$ cat config.mk
export PLATFORM = sky130hd
export DESIGN_NAME = sda_fadd
export DESIGN_NICKNAME = d
export VERILOG_FILES = /design/src/rtl/sda_pkg.sv /design/src/rtl/sda_fadd.sv
export SDC_FILE = /design/constraint.sdc
export NUM_CORES = 1
export LEC_CHECK = 0
export BUFFER_PORTS_ARGS = -buffer_cell sky130_fd_sc_hd__buf_2
export CAP_MARGIN = 20
export CORE_ASPECT_RATIO = 1.4
export CORE_MARGIN = 3
export CORE_UTILIZATION = 50
export DETAILED_ROUTE_END_ITERATION = 7
export GPL_TIMING_DRIVEN = 0
export HOLD_SLACK_MARGIN = 0.12
export PLACE_DENSITY_LB_ADDON = 0.05
export SLEW_MARGIN = 10
export SYNTH_ARGS = -nofsm -noshare
export SYNTH_HDL_FRONTEND = slang
export SYNTH_SLANG_ARGS = --single-unit
$ cat constraint.sdc
create_clock -name clk -period 4.85 [get_ports clk]
set_clock_uncertainty 0.05 [all_clocks]
set_input_delay 0.485 -clock clk [delete_from_list [all_inputs] [get_ports clk]]
set_output_delay 0.485 -clock clk [all_outputs]
set_load 0.05 [all_outputs]
$ cat src/rtl/sda_pkg.sv
// Shared types and constants of the synaptic delay accumulator.
package sda_pkg;

    localparam int NEURONS     = 64;
    localparam int DELAY_SLOTS = 64;
    localparam int OFF_W       = 6;
    localparam int SLOT_W      = 6;
    localparam int ADDR_W      = OFF_W + SLOT_W;
    localparam int STORE_DEPTH = 1 << ADDR_W;
    localparam logic [SLOT_W-1:0] SLOT_MASK = 6'h3F;

    typedef enum logic [1:0] {
        FUNC_ADD   = 2'd0,
        FUNC_STEP  = 2'd1,
        FUNC_START = 2'd2
    } func_t;

    typedef enum logic [2:0] {
        ST_CLEAR,
        ST_IDLE,
        ST_ADD_RD,
        ST_ADD_ISSUE,
        ST_ADD_CALC,
        ST_EMIT_RD,
        ST_EMIT_LD,
        ST_ZERO
    } state_t;

    // Hand-off between the controller and the float adder.
    typedef struct packed {
        logic        valid;
        logic [31:0] bits;
    } fadd_res_t;

endpackage

$ cat src/rtl/sda_fadd.sv
// Five-stage IEEE single-precision adder with round to nearest even.
module sda_fadd
    import sda_pkg::*;
(
    input  logic        clk,
    input  logic        rst_n,
    input  logic        in_valid,
    input  logic [31:0] a,
    input  logic [31:0] b,
    output fadd_res_t   res
);

    logic [4:0] vld_reg;

    // Side band carried along the stages.
    logic [7:0]  s1_e_dly_reg;
    logic [7:0]  s3_e_reg;
    logic [27:0] s3_sum_reg;
    logic        sp2_reg, sp3_reg, sp4_reg;
    logic [31:0] spec2_reg, spec3_reg, spec4_reg;
    logic        sign3_reg, sign4_reg;

    // Stage 1: specials, swap and alignment.
    logic        s1_special_next, s1_special_reg;
    logic [31:0] s1_spec_next, s1_spec_reg;
    logic        s1_sl_next, s1_sl_reg, s1_ss_next, s1_ss_reg;
    logic [7:0]  s1_e_next, s1_e_reg;
    logic [26:0] s1_ml_next, s1_ml_reg, s1_ms_next, s1_ms_reg;

    always_comb
    begin
        logic        a_nan, b_nan, a_inf, b_inf, swap;
        logic [7:0]  ea, eb, el, es, d;
        logic [23:0] ma, mb;
        logic [4:0]  dsat;
        logic [53:0] sh;
        a_nan = (a[30:23] == 8'hFF) && (a[22:0] != 23'd0);
        b_nan = (b[30:23] == 8'hFF) && (b[22:0] != 23'd0);
        a_inf = (a[30:23] == 8'hFF) && (a[22:0] == 23'd0);
        b_inf = (b[30:23] == 8'hFF) && (b[22:0] == 23'd0);
        s1_special_next = a_nan || b_nan || a_inf || b_inf;
        if (a_nan)
            s1_spec_next = a | 32'h0040_0000;
        else if (b_nan)
            s1_spec_next = b | 32'h0040_0000;
        else if (a_inf && b_inf && (a[31] != b[31]))
            s1_spec_next = 32'hFFC0_0000;
        else if (a_inf)
            s1_spec_next = a;
        else
            s1_spec_next = b;
        ea = (a[30:23] == 8'd0) ? 8'd1 : a[30:23];
        eb = (b[30:23] == 8'd0) ? 8'd1 : b[30:23];
        ma = {a[30:23] != 8'd0, a[22:0]};
        mb = {b[30:23] != 8'd0, b[22:0]};
        swap = (b[30:0] > a[30:0]);
        el = swap ? eb : ea;
        es = swap ? ea : eb;
        s1_sl_next = swap ? b[31] : a[31];
        s1_ss_next = swap ? a[31] : b[31];
        s1_ml_next = {(swap ? mb : ma), 3'b000};
        d = el - es;
        dsat = (d > 8'd27) ? 5'd27 : d[4:0];
        sh = {(swap ? ma : mb), 3'b000, 27'd0} >> dsat;
        s1_ms_next = {sh[53:28], sh[27] | (sh[26:0] != 27'd0)};
        s1_e_next = el;
    end

    // Stage 2: magnitude add or subtract.
    logic [27:0] s2_sum_next, s2_sum_reg;
    logic        s2_sign_next, s2_sign_reg;

    always_comb
    begin
        if (s1_sl_reg ^ s1_ss_reg)
            s2_sum_next = {1'b0, s1_ml_reg} - {1'b0, s1_ms_reg};
        else
            s2_sum_next = {1'b0, s1_ml_reg} + {1'b0, s1_ms_reg};
        // An exact cancellation gives +0.
        if ((s1_sl_reg ^ s1_ss_reg) && (s2_sum_next == 28'd0))
            s2_sign_next = 1'b0;
        else
            s2_sign_next = s1_sl_reg;
    end

    // Stage 3: leading-zero count.
    logic [4:0] s3_lz_next, s3_lz_reg;

    always_comb
    begin
        s3_lz_next = 5'd28;
        for (int i = 0; i < 28; i++)
        begin
            if (s2_sum_reg[i])
                s3_lz_next = 5'(27 - i);
        end
    end

    // Stage 4: normalize.
    logic [26:0] s4_m_next, s4_m_reg;
    logic [8:0]  s4_e_next, s4_e_reg;

    always_comb
    begin
        logic [4:0] lzm1, sh_amt;
        lzm1 = s3_lz_reg - 5'd1;
        sh_amt = ({3'd0, lzm1} > (s3_e_reg - 8'd1)) ? 5'(s3_e_reg - 8'd1) : lzm1;
        if (s3_sum_reg[27])
        begin
            s4_m_next = {s3_sum_reg[27:2], s3_sum_reg[1] | s3_sum_reg[0]};
            s4_e_next = {1'b0, s3_e_reg} + 9'd1;
        end
        else
        begin
            s4_m_next = s3_sum_reg[26:0] << sh_amt;
            s4_e_next = {1'b0, s3_e_reg} - {4'd0, sh_amt};
        end
    end

    // Stage 5: round and pack.
    logic [31:0] s5_res_next, s5_res_reg;

    always_comb
    begin
        logic [24:0] mr;
        logic [8:0]  er;
        logic        up;
        up = s4_m_reg[2] && (s4_m_reg[1] || s4_m_reg[0] || s4_m_reg[3]);
        mr = {1'b0, s4_m_reg[26:3]} + {24'd0, up};
        er = s4_e_reg;
        if (mr[24])
        begin
            mr = mr >> 1;
            er = er + 9'd1;
        end
        if (sp4_reg)
            s5_res_next = spec4_reg;
        else if (er >= 9'd255)
            s5_res_next = {sign4_reg, 8'hFF, 23'd0};
        else
            s5_res_next = {sign4_reg, (mr[23] ? er[7:0] : 8'd0), mr[22:0]};
    end

    always_ff @(posedge clk or negedge rst_n)
    begin
        if (!rst_n)
            vld_reg <= 5'd0;
        else
            vld_reg <= {vld_reg[3:0], in_valid};
    end

    always_ff @(posedge clk)
    begin
        s1_special_reg <= s1_special_next;
        s1_spec_reg    <= s1_spec_next;
        s1_sl_reg      <= s1_sl_next;
        s1_ss_reg      <= s1_ss_next;
        s1_e_reg       <= s1_e_next;
        s1_ml_reg      <= s1_ml_next;
        s1_ms_reg      <= s1_ms_next;
        s2_sum_reg     <= s2_sum_next;
        s2_sign_reg    <= s2_sign_next;
        s1_e_dly_reg   <= s1_e_reg;
        sp2_reg        <= s1_special_reg;
        spec2_reg      <= s1_spec_reg;
        s3_lz_reg      <= s3_lz_next;
        s3_sum_reg     <= s2_sum_reg;
        s3_e_reg       <= s1_e_dly_reg;
        sp3_reg        <= sp2_reg;
        spec3_reg      <= spec2_reg;
        sign3_reg      <= s2_sign_reg;
        s4_m_reg       <= s4_m_next;
        s4_e_reg       <= s4_e_next;
        sp4_reg        <= sp3_reg;
        spec4_reg      <= spec3_reg;
        sign4_reg      <= sign3_reg;
        s5_res_reg     <= s5_res_next;
    end

    assign res.valid = vld_reg[4];
    assign res.bits  = s5_res_reg;

endmodule

Word level (Yosys, flattened, before mapping)
Index checks and enable logic that the tools add are counted.
{"block": "op_classes", "add_sub_neg": 9, "magnitude_cmp": 4, "n_eq_ne": 3, "n_shift": 2, "n_mux": 49, "bitwise": 3, "reduce_logical": 28}
{"op": "32-bit two-way mux", "n": 5}
{"op": "24-bit two-way mux", "n": 3}
{"op": "5-bit two-way mux", "n": 13}
{"op": "54-bit by 5-bit >> shifter with 54-bit output", "n": 1}
{"op": "23-bit logical NOT", "n": 2}
{"op": "23-bit nonzero test", "n": 2}
{"op": "8-bit two-way mux", "n": 5}
{"op": "4-bit two-way mux", "n": 8}
{"op": "31-bit greater-than comparator", "n": 1}
{"op": "31-bit two-way mux", "n": 1}
{"op": "27-bit by 27-bit adder with 28-bit output", "n": 1}
{"op": "28-bit logical NOT", "n": 1}
{"op": "28-bit two-way mux", "n": 1}
{"op": "27-bit by 27-bit subtractor with 28-bit output", "n": 1}
{"op": "27-bit nonzero test", "n": 1}
{"op": "27-bit by 5-bit left shift with 27-bit output", "n": 1}
{"op": "26-bit two-way mux", "n": 1}
{"op": "24-bit by 1-bit adder with 25-bit output", "n": 1}
{"op": "9-bit two-way mux", "n": 2}
{"op": "8-bit equality test, second input constant", "n": 2}
{"op": "8-bit logical NOT", "n": 2}
{"op": "8-bit nonzero test", "n": 2}
{"op": "16-bit OR reduction", "n": 1}
{"op": "3-bit two-way mux", "n": 5}
{"op": "other kinds (20)", "n": 35}
{"block": "word_totals", "register_bits": 346, "in_bits": 67, "out_inout_bits": 33, "word_cells": 129}

Logic depth before layout (Yosys ltp)
Gate-level depths: netlist (run 1).
{"block": "logic_depth", "word_depth": 27, "depth_mapped": 31, "mapped_depth_nobuf": 24}

Least setup slack after synthesis (run 1)
No wires, ideal clock.
{"block": "synth_timing", "kind": "in2reg", "startpoint": "in a[25]", "endpoint": "reg s1_ms_reg[0]", "setup_ns": 0.130, "t_arrival_ns": 7.489, "required_ns": 4.670, "path_slack_ns": -2.819, "stages": 28, "path_buffers": 6, "cell_sequence": "inv_1 ha_1 a21o_1 a221o_1 a221o_1 o31ai_1 a21o_1 clkbuf_1 clkbuf_1 buf_1 buf_1 mux2_2 ha_1 fa_1 nand2b_1 a21oi_1 mux2i_1 o211a_1 and3_1 clkbuf_1 nand3_1 clkbuf_1 a21oi_1 mux2i_1 mux2_2 a2111o_1 nor4_1 o21ai_0"}
{"block": "synth_via", "elab_chain_len": 9, "word_cells_on_any_way": 13, "classes_between": "add/sub: 1; order compare: 2; shift: 1; mux: 5; bitwise: 1; reduce/logical: 3"}
{"element": "start, declared", "line": "sda_fadd.sv:8", "rtl": "input logic [31:0] a,"}
{"element": "branches (longest 6 deep; another with 31-bit greater-than comparator)"}
{"element": "54-bit by 5-bit >> shifter with 54-bit output *", "line": "sda_fadd.sv:64", "rtl": "sh = {(swap ? ma : mb), 3'b000, 27'd0} >> dsat;"}
{"element": "27-bit nonzero test", "line": "sda_fadd.sv:65", "rtl": "s1_ms_next = {sh[53:28], sh[27] | (sh[26:0] != 27'd0)};"}
{"element": "1-bit bitwise OR *", "line": "sda_fadd.sv:65"}
{"element": "net s1_ms_next[0]", "line": "sda_fadd.sv:28", "rtl": "logic [26:0] s1_ml_next, s1_ml_reg, s1_ms_next, s1_ms_reg;"}
{"element": "end signal, assigned", "line": "sda_fadd.sv:160", "rtl": "s1_ms_reg <= s1_ms_next;"}
{"element": "end, declared", "line": "sda_fadd.sv:28"}
Mark *: on every way through the listed nets, which the timed path passes.
A chain may end at the register's enable or synchronous reset.

Worst setup path after layout (run 1)
{"block": "layout_timing", "startpoint": "in a[24]", "endpoint": "reg s1_ms_reg[0]"}
Same word-level chain as after synthesis.

==> results.md, run 1 <==
- CP Data Arrival Time: 6.46 ns
- Antenna violations before repair: 0
- Total gr overflow: 0
- Sequential-to-total area share from yosys stat: 0.403
- Die Span Y: 226 um
- Required @ worst endpoint: 5.24 ns
- Global Route Usage Sum: 0.331
- Worst Hold Depth: 2
- Tot Pwr: 14,400 uW
- Final wirelength: 62,600 um
- ANT cells: 0
- Vias per inst: 6.03
- Number of global-route vias before repair: 16,100
- Worst Path Max Fanout: 7
- Share of post-route cells with drive strength above 1: 0.239
- Internal power: 8140 uW
- Post-route setup TNS: -19.28 ns
- Critical-path top delay cell: o21ai_0
- Iteration-0 DRC Markers: 1,050
- Synthesized area: 0.0173 sq mm
- Clock transition at path regs: 0.06 ns
- Clk root buf: clkbuf_16
- Avg Inst Size Synth: 8.84 sq um
- Largest stage delay on the critical path: 0.46 ns
- Mapped Cells: 1,954
- Hold worst-path end: s1_spec_reg[23]
- Hold path startpoint: b[23]
- Layout Utilization: 0.662
- Num rows: 79
- H-tree Lvls: 1
- Status: finished, violations left
- Effective utilization at floorplan: 0.514
- Synth unique cells: 82
- Worst R2R Path Depth: 15
- Post-synthesis async set-or-reset flop share: 0.0145
- Wire length per cell: 23.4 um
- Place WS: -3.46 ns
- Sw Share: 0.434
- Final worst slack: -1.22 ns
- Net Switching: 6250 uW
- Clk_lat worst skew: 0.57 ns
- Sequential Power Share: 0.286
- Worst Path Class, Setup: primary input to flop
- Power per cell area: 647 mW/mm^2
- Global-route wire length before repair: 93,100 um
- Count of final hold-check violations: 0
- Multi-input gate area: 0.0108 sq mm
- CTS buffer count: 29
- Hpwl dp: 47,400 um
- Clock power frac: 0.169
- Reg2reg end: s2_sign_reg
- Setup crit start kind: primary input
- VDD IR max: 0.000380 V
- Fmax: 165 MHz
- Routability cong.: 1.05
- Fillcell total: 2,697
- CTS tree: done
- Max-slew headroom: 0.361
- Logic pwr share: 0.545
- Post-synth EDFFs: 0
- Remaining DRCs: 0
- Worst Setup End Kind: flop
- Tmin final: 6.07 ns
- Final setup fails: 28
- Core Footprint: 0.0336 sq mm
- Port bufs: 99
- Ys Warns: 0
- Main synth FF type: dfxtp_1
- Pin count of the biggest net entering global routing: 18
- Delay-heaviest family, CP: compound AO/OA/AOI/OAI gates
- RSZ-0062 raised after global routing: yes
- Slew @ Worst Pin: 0.932 ns
- Slew Limit Fails: 0
- Critical path depth: 27
- Area delta synth->final: 28.9%
- Nets: 2,393
- Lkg Pwr: 0.00956 uW
- Bufs and invs on worst path: 5
- DR vias: 16,200
- I/O pins: 100
- Worst reg2reg startpoint: s1_ms_reg[3]
- # clock sinks: 346
- Width of the die: 163 um
- Worst hold path type: primary input to flop
- Seq cells post-synth: 346
- DRT Pass-1 Iters: 5
- R2r setup slk: -0.37 ns
- Syn Nets: 2,132
- Die ar.: 0.0368 sq mm
- Period utilisation layout: 1.25
- Violated checks: negative setup slack
- Max cap viols: 0
- Antenna Violating Nets Remaining: 0
- Deepest clock path buffer count: 3
- Reg area: 0.00696 sq mm
cells in the final DEF, fill, tap and decap left out, drive strengths merged, types with 47 or more instances in the layout:
cell type	synthesis	routed
nand3	55	55
mux2i	129	129
dfxtp	341	341
nor2	130	130
clkbuf	70	100
xnor2	47	47
inv	123	125
ha	108	108
nand2	186	186
a21oi	86	86
buf	18	250
o21ai	160	160
per-stage QoR:
step           hold slack (ns)  cells  area [sq um]
3_3_place_gp             0.247   2498         18700
5_1_grt                  0.133   2681         22200
3_5_place_dp             0.253   2498         18700
4_1_cts                  0.132   2645         21600
6_report                 0.159   2681         22200
2_1_floorplan            0.139   1954         17600
cell type report:
class / count / share of cell area
multi-input combinational: 1396 / 0.485
sequential: 346 / 0.313
timing repair buffer: 235 / 0.0792
clock buffer: 36 / 0.0351
buffer: 83 / 0.0300
tap: 445 / 0.0250
inverter: 124 / 0.0223
clock inverter: 16 / 0.0106
worst register-to-register path, cell delays in order, from the launching register on:
cell      delay, ns
dfxtp_2        0.34
inv_2          0.04
ha_4           0.27
or4b_4         0.47
a221oi_2       0.22
or2_1          0.17
o21ai_2        0.06
xnor2_1        0.16
or4_1          0.54
or3_1          0.31
or4_4          0.42
or4_4          0.43
or4_1          0.41
or4_1          0.40
or4_1          0.41
o41a_1         0.37
per-layer routing:
metal,wire length (um),vias up,track usage
li1,-,7534,-
met1,21300,7529,0.332
met2,31600,790,0.613
met3,3300,306,0.0367
met4,6500,0,0.260
met5,0,-,0
kinds of logic (layout without fill, tap and decap cells):
family | count (synthesis) | count (layout) | share of synthesized area
xor+xnor | 74 | 74 | 0.0380
buf+inv | 212 | 494 | 0.0464
compound gates | 482 | 482 | 0.180
simple gates | 576 | 576 | 0.159
mux | 153 | 153 | 0.0924
fa+ha+maj | 111 | 111 | 0.0818
flops | 346 | 346 | 0.403
Yosys cell counts (all sizes together), types with 20 or more instances:
library cell | n | area share
xnor2 | 47 | 0.024
inv | 123 | 0.027
nor4 | 20 | 0.0072
nand2 | 186 | 0.040
xor2 | 27 | 0.014
nand4 | 34 | 0.012
o21ai | 160 | 0.046
a31oi | 21 | 0.0076
mux2 | 21 | 0.014
nor2 | 130 | 0.028
a21oi | 86 | 0.025
ha | 108 | 0.078
nor3 | 46 | 0.013
and3 | 21 | 0.0076
nand3 | 55 | 0.016
clkbuf | 70 | 0.015
mux2i | 129 | 0.075
dfxtp | 341 | 0.40
a211oi | 29 | 0.013
what timing repair did:
action,4_1_cts,5_1_grt
endpoints found under the hold margin,8,0
hold buffers,4,0
setup endpoints to repair,56,39
resized for setup,273,105
pin swaps,58,62
buffers inserted,93,46
cloned,0,0
worst max path at each step:
| stage | endpoint | slack, ns | start |
|---|---|---|---|
| after floorplan | s1_ms_reg[0] | -1.16 | a[24] |
| after global placement | s1_ms_reg[0] | -3.41 | a[30] |
| after detailed placement | s1_ms_reg[0] | -3.46 | a[30] |
| after CTS | s1_ms_reg[0] | -1.24 | a[26] |
| after global routing | s1_ms_reg[0] | -1.35 | a[24] |
| final | s1_ms_reg[0] | -1.22 | a[24] |
power groups by stage:
stage               sequential (uW)  combinational [uW]  clock [uW]
detailed placement             4160                6180           0
global route                   4180                8260        2590
floorplan                      4380                3960           0
CTS                            4100                7150        2480
finish                         4110                7840        2440
global placement               4140                6150           0
No activity file was read; power rests on OpenSTA's default activity.
==> run 2: changes to the inputs <==
ABC_AREA = 1   (was not set)
CORE_UTILIZATION = 30   (was 50)
==> results.md, run 2 <==
- Lkg Pwr: 0.0108 uW (was 0.00956 uW)
- Most common cell after layout, fill and taps aside: nand2_1 (was dfxtp_1)
- Clk_lat worst skew: 0.54 ns (was 0.57 ns)
- Status: finished, violations left (unchanged)
- Die ar.: 0.0633 sq mm (was 0.0368 sq mm)
- Reg area: 0.00695 sq mm (was 0.00696 sq mm)
- RSZ-0062 raised after global routing: yes (unchanged)
- Max-slew headroom: 0.497 (was 0.361)
- Vias per inst: 5.00 (was 6.03)
- CTS tree: done (unchanged)
- Top cells by count, synth: nand2_1 (624), dfxtp_1 (341), inv_1 (309), nand3_1 (299), o21ai_0 (158) (was dfxtp_1 (341), nand2_1 (186), o21ai_0 (150), nor2_1 (130), mux2i_1 (129))
- # clock sinks: 346 (unchanged)
- Global Route Usage Sum: 0.232 (was 0.331)
- Antenna Violating Nets Remaining: 0 (unchanged)
- Seq cells post-synth: 346 (unchanged)
- Mapped Cells: 2,544 (was 1,954)
- VDD IR max: 0.000285 V (was 0.000380 V)
- Fmax: 204 MHz (was 165 MHz)
- Nets: 2,922 (was 2,393)
- Die Span Y: 296 um (was 226 um)
- Placed cell area: 0.0195 sq mm (was 0.0187 sq mm)
- Sequential-to-total area share from yosys stat: 0.385 (was 0.403)
- Required @ worst endpoint: 5.22 ns (was 5.24 ns)
- CTS buffer count: 35 (was 29)
- Non-Filler Instances: 3,522 (was 2,681)
- Yosys top cell area share: 0.378 (was 0.395)
- Clk root buf: clkbuf_16 (unchanged)
- Pin count of the biggest net entering global routing: 16 (was 18)
- Port bufs: 99 (unchanged)
- Routability cong.: 0.951 (was 1.05)
- Syn Nets: 2,722 (was 2,132)
- Largest stage delay on the critical path: 0.31 ns (was 0.46 ns)
- Count leader, synth: nand2_1 (was dfxtp_1)
- Effective utilization at floorplan: 0.306 (was 0.514)
- Worst hold path type: primary input to flop (unchanged)
- Dpl cells: 3,392 (was 2,498)
- Critical-path top delay cell: nand4_1 (was o21ai_0)
- Area delta synth->final: 27.9% (was 28.9%)
- Ys Warns: 0 (unchanged)
- Count of final hold-check violations: 0 (unchanged)
- Fillcell total: 6,333 (was 2,697)
- Share of post-route cells with drive strength above 1: 0.192 (was 0.239)
- Remaining DRCs: 0 (unchanged)
- I/O pins: 100 (unchanged)
- Worst Setup End Kind: flop (unchanged)
- Most frequent cells in the layout: nand2_1 (589), dfxtp_1 (341), inv_1 (300) (was dfxtp_1 (335), nand2_1 (180), o21ai_0 (122))
- Width of the die: 213 um (was 163 um)
- H-tree Lvls: 2 (was 1)
- Cell area after layout: 0.0231 sq mm (was 0.0222 sq mm)
- Final wirelength: 75,500 um (was 62,600 um)
- Slew @ Worst Pin: 0.750 ns (was 0.932 ns)
- Final worst slack: -0.0429 ns (was -1.22 ns)
- Max cap viols: 0 (unchanged)
- CP Data Arrival Time: 5.26 ns (was 6.46 ns)
- Worst Path Class, Setup: primary input to flop (unchanged)
- Worst Path Max Fanout: 10 (was 7)
- Tmin final: 4.89 ns (was 6.07 ns)
- Worst hold slack: 0.166 ns (was 0.159 ns)
- Place WS: -3.13 ns (was -3.46 ns)
- Slew Limit Fails: 0 (unchanged)
- Avg Inst Size Synth: 7.11 sq um (was 8.84 sq um)
- Num rows: 105 (was 79)
- Total gr overflow: 0 (unchanged)
- Final setup fails: 1 (was 28)
- Top cells by area, synth: dfxtp_1 (38%), nand2_1 (13%), nand3_1 (8.3%), ha_1 (7.5%), inv_1 (6.4%) (was dfxtp_1 (40%), ha_1 (7.8%), mux2i_1 (7.5%), o21ai_0 (4.3%), nand2_1 (4.0%))
- Wire length per cell: 21.4 um (was 23.4 um)
- Multi-input gate area: 0.0109 sq mm (was 0.0108 sq mm)
- Power per cell area: 658 mW/mm^2 (was 647 mW/mm^2)
- Violated checks: negative setup slack (unchanged)
- Deepest clock path buffer count: 3 (unchanged)
- Global-route wire length before repair: 109,000 um (was 93,100 um)
- DR vias: 17,600 (was 16,200)
- Main synth FF type: dfxtp_1 (unchanged)
- Post-synthesis async set-or-reset flop share: 0.0145 (unchanged)
- Post-synth EDFFs: 0 (unchanged)
- Synth unique cells: 63 (was 82)
- Hpwl dp: 61,300 um (was 47,400 um)
- Setup crit start kind: primary input (unchanged)
- Clock transition at path regs: 0.07 ns (was 0.06 ns)
- Synth area leader: dfxtp_1 (unchanged)
- Synthesized area: 0.0181 sq mm (was 0.0173 sq mm)
- Period utilisation layout: 1.01 (was 1.25)
- Number of global-route vias before repair: 17,700 (was 16,100)
- DRT Pass-1 Iters: 6 (was 5)
- Post-route setup TNS: -0.0429 ns (was -19.28 ns)
- Iteration-0 DRC Markers: 956 (was 1,050)
- Antenna violations before repair: 1 (was 0)
- Core Footprint: 0.0591 sq mm (was 0.0336 sq mm)
run 2: changes by cell type in the layout (fill, tap and decap cells not counted), moves of 29 or more:
cell / previous run / this run
nand2_1: 180 / 589
mux2i_1: 112 / 2
nand3_1: 39 / 187
o21ai_1: 20 / 60
nand2_2: 3 / 32
a21oi_1: 74 / 124
xnor2_1: 44 / 10
nand3_2: 8 / 71
inv_1: 115 / 300
buf_4: 101 / 58
nand3_4: 8 / 44
run 2: cells by family (layout without fill, tap and decap cells):
group	after synthesis	after routing	share of synthesized area
compound gates	422	422	0.129
xor+xnor	59	59	0.0286
fa+ha+maj	111	111	0.0781
buf+inv	410	637	0.0916
flops	346	346	0.385
mux	2	2	0.00111
other cells	0	2	0
simple gates	1194	1194	0.287
run 2: layout make-up:
cell class / count / share of cell area
Tap cell: 749 / 0.0405
Clock buffer: 49 / 0.0449
Buffer: 91 / 0.0277
Timing Repair Buffer: 166 / 0.0524
Antenna cell: 2 / 0.000217
Inverter: 316 / 0.0523
Sequential cell: 346 / 0.301
Multi-Input combinational cell: 1788 / 0.472
Clock inverter: 15 / 0.00877
run 2: per-layer routing:
metal | part of all wire | wire length [um] | GRT usage
met5 | 0 | 0 | 0
met4 | 0.083 | 6290 | 0.167
met3 | 0.026 | 2000 | 0.0179
met2 | 0.53 | 40000 | 0.442
met1 | 0.36 | 27200 | 0.237
run 2: path summary, 6_finish.rpt:
| check | from | to | slack, ns | depth (start not counted) |
|---|---|---|---|---|
| min | a[31] | s1_sl_reg | 0.17 | 3 |
| min reg2reg | s1_e_dly_reg[2] | s3_e_reg[2] | 0.26 | 0 |
| min in group asynchronous | rst_n | vld_reg[0] | 0.25 | 2 |
| max | a[30] | s1_ms_reg[0] | -0.04 | 36 |
| max in group asynchronous | rst_n | vld_reg[4] | 4.38 | 2 |
| max reg2reg | s3_e_reg[0] | s4_e_reg[7] | 0.36 | 25 |
run 2: worst max-delay path: cells and delay by family:
family                     cells  cell delay [ns]
AOI/OAI and AO/OA              1             0.29
adders and majority gates      2             0.55
and+or+nand+nor               26             2.97
buffers and inverters          7             0.94
run 2: power by group:
group          internal [uW]  switching [uW]
registers               3560             481
clock network           1690            1170
logic                   2600            5710
run 2: metrics by stage:
stage | utilization | power [uW]
floorplan | - | 8860
global placement | 0.330 | 11600
detailed placement | 0.330 | 11600
CTS | 0.374 | 14900
global route | 0.391 | 16200
finish | 0.391 | 15200
run 2: repair_timing:
action	in CTS	in global routing
cloned	1	2
hold buffers	2	0
resized for setup	251	169
setup endpoints to repair	27	28
pin swaps	43	54
endpoints found under the hold margin	6	0
setup buffers	28	34
==> run 3: changes to the inputs <==
CORE_UTILIZATION = 33   (was 30)
==> results.md, run 3 (same netlist as run 2, synthesis figures left out) <==
- Area delta synth->final: 26.4% (was 27.9%)
- Most frequent cells in the layout: nand2_1 (587), dfxtp_1 (341), inv_1 (296) (was nand2_1 (589), dfxtp_1 (341), inv_1 (300))
- I/O pins: 100 (unchanged)
- Top routing layer in use: met4 (unchanged)
- Final wirelength: 72,600 um (was 75,500 um)
- DR vias: 17,600 (about the same)
- Wire length per cell: 20.8 um (was 21.4 um)
- Tmin final: 5.08 ns (was 4.89 ns)
- Final setup fails: 5 (was 1)
- VDD IR max: 0.000241 V (was 0.000285 V)
- Count of final hold-check violations: 0 (unchanged)
- Routability cong.: 1.05 (was 0.951)
- Clk_lat worst skew: 0.53 ns (was 0.54 ns)
- Iteration-0 DRC Markers: 1,039 (was 956)
- Bufs and invs on worst path: 9 (was 7)
- Period utilisation layout: 1.05 (was 1.01)
- Worst Setup End Kind: flop (unchanged)
- Antenna violations before repair: 0 (was 1)
- Clk root buf: clkbuf_16 (unchanged)
- Crit path from: a[29] (was a[30])
- DRT Pass-1 Iters: 5 (was 6)
- Reg area: 0.00695 sq mm (unchanged)
- Die Span Y: 283 um (was 296 um)
- Fillcell total: 5,616 (was 6,333)
- Total gr overflow: 0 (unchanged)
- CP Data Arrival Time: 5.49 ns (was 5.26 ns)
- Worst reg2reg startpoint: s3_e_reg[1] (was s3_e_reg[0])
- Violated checks: negative setup slack (unchanged)
- Setup crit start kind: primary input (unchanged)
- # clock sinks: 346 (unchanged)
- Antenna Violating Nets Remaining: 0 (unchanged)
- Met2 WL: 37,700 um (was 40,000 um)
- Place WS: -3.02 ns (was -3.13 ns)
- Tot Pwr: 15,100 uW (was 15,200 uW)
- Power per cell area: 660 mW/mm^2 (was 658 mW/mm^2)
- Vias per inst: 5.05 (was 5.00)
- Critical-path top delay cell: fa_2 (was nand4_1)
- Layout Utilization: 0.426 (was 0.391)
- Die ar.: 0.0577 sq mm (was 0.0633 sq mm)
- Slew Limit Fails: 0 (unchanged)
- Status: finished, violations left (unchanged)
- Remaining DRCs: 0 (unchanged)
- Max-slew headroom: 0.468 (was 0.497)
- WL met1: 26,400 um (was 27,200 um)
- Final worst slack: -0.233 ns (was -0.0429 ns)
- RSZ-0062 raised after global routing: yes (unchanged)
- Width of the die: 204 um (was 213 um)
- Share of post-route cells with drive strength above 1: 0.191 (was 0.192)
- Pin count of the biggest net entering global routing: 17 (was 16)
- Core Footprint: 0.0537 sq mm (was 0.0591 sq mm)
- Effective utilization at floorplan: 0.337 (was 0.306)
- Number of global-route vias before repair: 17,700 (about the same)
- Delay-heaviest family, CP: simple AND/OR/NAND/NOR gates (unchanged)
- H-tree Lvls: 2 (unchanged)
- Global-route wire length before repair: 106,000 um (was 109,000 um)
- Worst Path Class, Setup: primary input to flop (unchanged)
- Deepest clock path buffer count: 3 (unchanged)
- Global Route Usage Sum: 0.244 (was 0.232)
- Max cap viols: 0 (unchanged)
- Fmax: 197 MHz (was 204 MHz)
- Met3 wire len: 2170 um (was 2000 um)
- Clock transition at path regs: 0.06 ns (was 0.07 ns)
- Worst Path Max Fanout: 6 (was 10)
- Most common cell after layout, fill and taps aside: nand2_1 (unchanged)
- Worst hold path type: primary input to flop (unchanged)
- Port bufs: 99 (unchanged)
- Largest stage delay on the critical path: 0.34 ns (was 0.31 ns)
- ANT cells: 0 (was 2)
- Lkg Pwr: 0.0107 uW (was 0.0108 uW)
- Slew @ Worst Pin: 0.792 ns (was 0.750 ns)
- Num rows: 100 (was 105)
- Hpwl dp: 58,400 um (was 61,300 um)
- Required @ worst endpoint: 5.26 ns (was 5.22 ns)
- CTS buffer count: 35 (unchanged)
- Multi-input gate area: 0.0108 sq mm (was 0.0109 sq mm)
- Hold path startpoint: a[25] (was a[31])
- Nets: 2,927 (was 2,922)
- CTS tree: done (unchanged)
-- run 3: stage by stage --
stage	setup TNS [ns]	hold slack (ns)	area, sq um	cells
finish	-0.388	0.184	22900	3487
global route	-1.49	0.185	22900	3487
CTS	-0.164	0.174	22100	3460
detailed placement	-69.15	0.252	19500	3357
global placement	-68.36	0.252	19500	3357
floorplan	0	0.139	18100	2544
-- run 3: path summary, 6_finish.rpt --
kind                       slack [ns]             to  cells after the start
min in group asynchronous        0.24     vld_reg[0]                      2
min reg2reg                      0.27  spec2_reg[25]                      0
max                             -0.23   s1_ms_reg[0]                     34
max reg2reg                      0.32    s4_e_reg[7]                     27
min                              0.18    s1_e_reg[2]                      3
max in group asynchronous        4.39     vld_reg[1]                      2
-- run 3: worst register-to-register path, delay by kind of cell, from the launching register on --
family | cells | cell delay (ns)
fa+ha+maj | 4 | 1.07
buf+inv | 6 | 0.60
compound gates | 6 | 1.17
simple gates | 10 | 1.02
xor+xnor | 1 | 0.15
flops | 1 | 0.34
-- run 3: layout make-up --
type | instances | share of cell area
Inverter | 316 | 0.0525
Clock inverter | 18 | 0.0110
Timing Repair Buffer | 171 | 0.0528
Sequential cell | 346 | 0.304
Tap cell | 714 | 0.0391
Clock buffer | 43 | 0.0414
Multi-Input combinational cell | 1788 | 0.472
Buffer | 91 | 0.0273
-- run 3: where the power goes --
part	internal (uW)	switching, uW	leakage, uW	total (uW)
registers	3560	463	0.00292	4020
logic	2610	5670	0.00717	8280
clock network	1670	1110	0.000595	2780
-- run 3: timing repair --
| action | in CTS | in global routing |
|---|---|---|
| hold buffers | 2 | 0 |
| gates resized for setup | 236 | 147 |
| cloned | 3 | 0 |
| endpoints found under the setup margin | 27 | 31 |
| endpoints found under the hold margin | 6 | 0 |
| pin swaps | 47 | 56 |
| buffers inserted | 38 | 30 |
-- run 3: layer usage --
metal  vias up  global-route usage
li1       8741                   -
met1      8149               0.252
met2       493               0.455
met3       219              0.0220
met4         0               0.172
met5         -                   0
